[src/sv/tapaw_pkg.sv]
// shared types, constants and saturation helper for the three-axis pid controller
package tapaw_pkg;

	localparam int AXES   = 3;
	localparam int LANE_W = 16;
	localparam int REG_W  = AXES * LANE_W;
	localparam int DIFF_W = LANE_W + 1;
	localparam int TERM_W = 32;
	localparam int WIDE_W = TERM_W + 2;
	localparam int CFG_AW = 2;

	localparam logic [REG_W-1:0] LIMIT_RESET = '1;

	typedef enum logic [CFG_AW-1:0] {
		CFG_PROP  = 2'd0,
		CFG_INTEG = 2'd1,
		CFG_DERIV = 2'd2,
		CFG_LIMIT = 2'd3
	} cfg_idx_t;

	typedef struct packed {
		logic signed [TERM_W-1:0] ctl;
		logic signed [TERM_W-1:0] prop;
		logic signed [TERM_W-1:0] integ;
		logic signed [TERM_W-1:0] deriv;
	} axis_res_t;

	// clip a wide signed value to the 32-bit range
	function automatic logic signed [TERM_W-1:0] sat32(input logic signed [WIDE_W-1:0] v);
		logic [2:0] top;
		top = v[WIDE_W-1:TERM_W-1];
		if (top == 3'b000 || top == 3'b111) begin
			return v[TERM_W-1:0];
		end else if (v[WIDE_W-1]) begin
			return {1'b1, {(TERM_W-1){1'b0}}};
		end else begin
			return {1'b0, {(TERM_W-1){1'b1}}};
		end
	endfunction

endpackage

[src/sv/tapaw_axis.sv]
// per-axis pid datapath: products, integral add, clamp and anti-windup rewrite
module tapaw_axis (
	input  logic signed [tapaw_pkg::DIFF_W-1:0] err,
	input  logic signed [tapaw_pkg::DIFF_W-1:0] dlt,
	input  logic signed [tapaw_pkg::LANE_W-1:0] kp,
	input  logic signed [tapaw_pkg::LANE_W-1:0] ki,
	input  logic signed [tapaw_pkg::LANE_W-1:0] kd,
	input  logic signed [tapaw_pkg::LANE_W-1:0] lim,
	input  logic signed [tapaw_pkg::TERM_W-1:0] acc,
	output tapaw_pkg::axis_res_t                res
);
	localparam int PW = tapaw_pkg::DIFF_W + tapaw_pkg::LANE_W;
	localparam int WW = tapaw_pkg::WIDE_W;
	localparam int TW = tapaw_pkg::TERM_W;

	logic signed [PW-1:0] p_full, i_full, d_full;
	logic signed [TW-1:0] p, ik, d, i_acc, ctl_raw, ctl, lim_pos, lim_neg;
	logic signed [WW-1:0] pd_sum, i_sum, raw_sum, aw_diff;

	assign p_full = PW'(err) * PW'(kp);
	assign i_full = PW'(err) * PW'(ki);
	assign d_full = PW'(dlt) * PW'(kd);

	assign p  = tapaw_pkg::sat32(WW'(p_full));
	assign ik = tapaw_pkg::sat32(WW'(i_full));
	assign d  = tapaw_pkg::sat32(WW'(d_full));

	assign i_sum   = WW'(acc) + WW'(ik);
	assign i_acc   = tapaw_pkg::sat32(i_sum);
	assign pd_sum  = WW'(p) + WW'(d);
	assign raw_sum = pd_sum + WW'(i_acc);
	assign ctl_raw = tapaw_pkg::sat32(raw_sum);

	// limit is q8.8, clamp bound is q16.16
	assign lim_pos = TW'({1'b0, lim[tapaw_pkg::LANE_W-2:0], 8'b0});
	assign lim_neg = -lim_pos;

	always_comb begin
		ctl = ctl_raw;
		if (!lim[tapaw_pkg::LANE_W-1]) begin
			if (ctl_raw > lim_pos) begin
				ctl = lim_pos;
			end else if (ctl_raw < lim_neg) begin
				ctl = lim_neg;
			end
		end
	end

	// back-calculation: when ki is nonzero, the integral becomes what the clamp left over
	assign aw_diff = WW'(ctl) - pd_sum;

	always_comb begin
		res.ctl   = ctl;
		res.prop  = p;
		res.deriv = d;
		res.integ = (ki != '0) ? tapaw_pkg::sat32(aw_diff) : i_acc;
	end

endmodule

[config.mk]
export PLATFORM = sky130hd
export DESIGN_NAME = tapaw_axis
export DESIGN_NICKNAME = d
export VERILOG_FILES = /design/src/sv/tapaw_pkg.sv /design/src/sv/tapaw_axis.sv
export SDC_FILE = /design/constraint.sdc
export NUM_CORES = 2
export LEC_CHECK = 0
export ABC_AREA = 0
export BUFFER_PORTS_ARGS = -buffer_cell sky130_fd_sc_hd__buf_2
export CORE_ASPECT_RATIO = 0.6
export CORE_UTILIZATION = 59
export DETAILED_ROUTE_END_ITERATION = 10
export PLACE_DENSITY = 0.81
export SYNTH_ARGS = -nofsm -noshare
export SYNTH_HDL_FRONTEND = slang
export SYNTH_SLANG_ARGS = --single-unit
[constraint.sdc]
create_clock -name vclk -period 21.8
set_input_delay 1.09 -clock vclk [all_inputs]
set_output_delay 1.09 -clock vclk [all_outputs]
set_load 0.03 [all_outputs]
==> summary.md <==
| Metric | Value |
|---|---|
| Fmax | `47.3 MHz` |
| Crit path max fanout | `30` |
| Wire length of the first global-routing pass | `208000 µm` |
| Final min period | `21.13 ns` |
| Fin. Hold Viols | `0` |
| Slowest stage cell, crit path | `fa_1` |
| Max-cap viol count | `0` |
| Status | `complete, no violations` |
| Worst EP required | `20.71 ns` |
| ANT nets after route | `0` |
| Initial antenna violation count | `3` |
| Gr ovfl total | `0` |
| Tcrit/Tclk final | `0.969` |
| Grt peak-use layer | `met1` |
| Initial Utilization | `0.601` |
| Final wirelength | `133000 µm` |
| Syn Nets | `6373` |
| Vias | `36108` |
| Hold wc startpoint | `lim[5]` |
| Most frequent cells after synthesis | `1036 x inv_1, 832 x fa_1, 569 x nand2_1` |
| Cell with the most instances after synthesis | `inv_1` |
| Max incr delay on CP | `0.58 ns` |
| Overall routing resource usage | `0.381` |
| Met2 Usage GRT | `0.504` |
| Fill cells | `5725` |
| Clkbuf count | `0` |
| Post-route insts no fill | `6080` |
| Synth area leader | `fa_1` |
| Floorplan row count | `74` |
| Yosys cell types | `101` |
| Sequential share of the synthesized area | `0` |
| Post-synthesis cell count | `4984` |
| Final Setup Violations | `0` |
| Crit. End Element | `output pin` |
| Area Overhead vs Synth | `7.17%` |
| Max-slew violations | `0` |
| Post-route DRC | `0` |
| Worst path most repeated cell | `buf_4` |
| Worst setup startpoint | `kd[1]` |
| Relative slew slack | `0.187` |
| Global Route met1 Usage | `0.579` |
| DP HPWL | `114000 µm` |
| Core ar. | `68600 µm²` |
| WS Path Type | `in -> out` |
| RSZ-0062 raised after global routing | `true` |
| Worst EP arrival | `20.04 ns` |
| Vias per cell | `5.94` |
| DIE HEIGHT | `207 µm` |
| FF+latch area | `0 µm²` |
| Cts hold-fix bufs | `0` |
| GRT met3 Usage | `0.137` |
| Initial DRT Pass Iterations | `6` |
| Placed cell count | `6061` |
| Avg Cell Area, Syn | `8.28 µm²` |
| Hold Crit Class | `in -> out` |
| Top cell type's share of synthesized area | `0.404` |
| Starting DRC count in detailed routing | `3697` |
| Largest net degree at the start of global routing | `33` |
| Final nets | `6557` |
| Area contributors post-synth | `fa_1 40%, ha_1 13%, inv_1 9.4%` |
| Top Ports | `258` |
| Worst-Margin Slew | `1.21 ns` |
| Die X | `343 µm` |
| Setup crit start kind | `input pin` |
| Mapped cell area | `41200 µm²` |
| Ys Warns | `0` |
| Share of cells above drive strength 1 | `0.0943` |
| GPL Wtd Cong | `1.08` |
| Vias in the first global route | `36171` |
| Seq_cells | `0` |
| Port Buf Inserts | `258` |
| Drt wl/cell | `21.8 µm` |
| Die area | `71000 µm²` |
==> layout by cell type, fill, tap and decap left out, types with 44 or more instances in the layout <==
| master | Yosys | routed |
|---|---|---|
| o21ai_0 | 167 | 156 |
| nand3_1 | 44 | 44 |
| fa_1 | 832 | 831 |
| nor3_1 | 52 | 51 |
| nand2b_1 | 71 | 71 |
| xnor2_1 | 154 | 152 |
| inv_1 | 1036 | 1036 |
| a21o_1 | 104 | 104 |
| ha_1 | 427 | 425 |
| buf_4 | 2 | 119 |
| and2_1 | 342 | 342 |
| a21oi_1 | 243 | 235 |
| nand2_1 | 569 | 567 |
| xor2_1 | 81 | 79 |
| nor2_1 | 188 | 186 |
| buf_2 | 3 | 229 |
==> per-layer routing <==
| metal | up-vias | share of wire |
|---|---|---|
| met5 | - | 0.00022 |
| met2 | 2222 | 0.38 |
| met1 | 17629 | 0.44 |
| li1 | 15986 | - |
| met3 | 267 | 0.15 |
| met4 | 4 | 0.031 |
==> kinds of logic after synthesis <==
group / Yosys count / share of synthesized area
and+or+nand+nor: 1413 / 0.167
adders and majority gates: 1282 / 0.539
AOI/OAI and AO/OA: 810 / 0.128
buffers and inverters: 1232 / 0.113
xor gates and xnor gates: 235 / 0.0499
muxes: 12 / 0.00300
==> worst max-delay path, delay by kind of cell <==
kind | cells | cell delay (ns)
fa+ha+maj | 12 | 5.33
mux | 3 | 0.57
buf+inv | 16 | 2.34
simple gates | 9 | 1.57
compound gates | 41 | 9.14
==> final timing paths <==
check	to	slack, ns	cells past startpoint
max	res[32]	0.67	81
min	res[109]	2.67	3
==> metrics by stage <==
step / setup TNS [ns] / cell area [µm²] / setup WS (ns) / hold slack (ns) / util
5_1_grt: -0.460 / 44200 / -0.0745 / 2.69 / 0.644
2_1_floorplan: 0 / 41200 / 0.0931 / 2.44 / -
4_1_cts: 0 / 43700 / 0.0162 / 2.68 / 0.637
6_report: 0 / 44200 / 0.672 / 2.67 / 0.644
3_3_place_gp: 0 / 43700 / 0.0373 / 2.68 / 0.637
3_5_place_dp: -2.05 / 43700 / -0.200 / 2.68 / 0.637
==> repair_timing <==
| action | 4_1_cts | 5_1_grt |
|---|---|---|
| gates resized for setup | 4 | 96 |
| setup buffers | 0 | 16 |
| cloned | 0 | 1 |
| setup endpoints to repair | 29 | 32 |
| pin swaps | 0 | 11 |
==> cell type report <==
cell class	count	area, µm²	share of cell area
diodes	2	5.00	0.000113
multi-input cells	3753	36900	0.834
inverters	1038	3900	0.0882
well taps	912	1140	0.0258
repair buffers	375	2270	0.0514
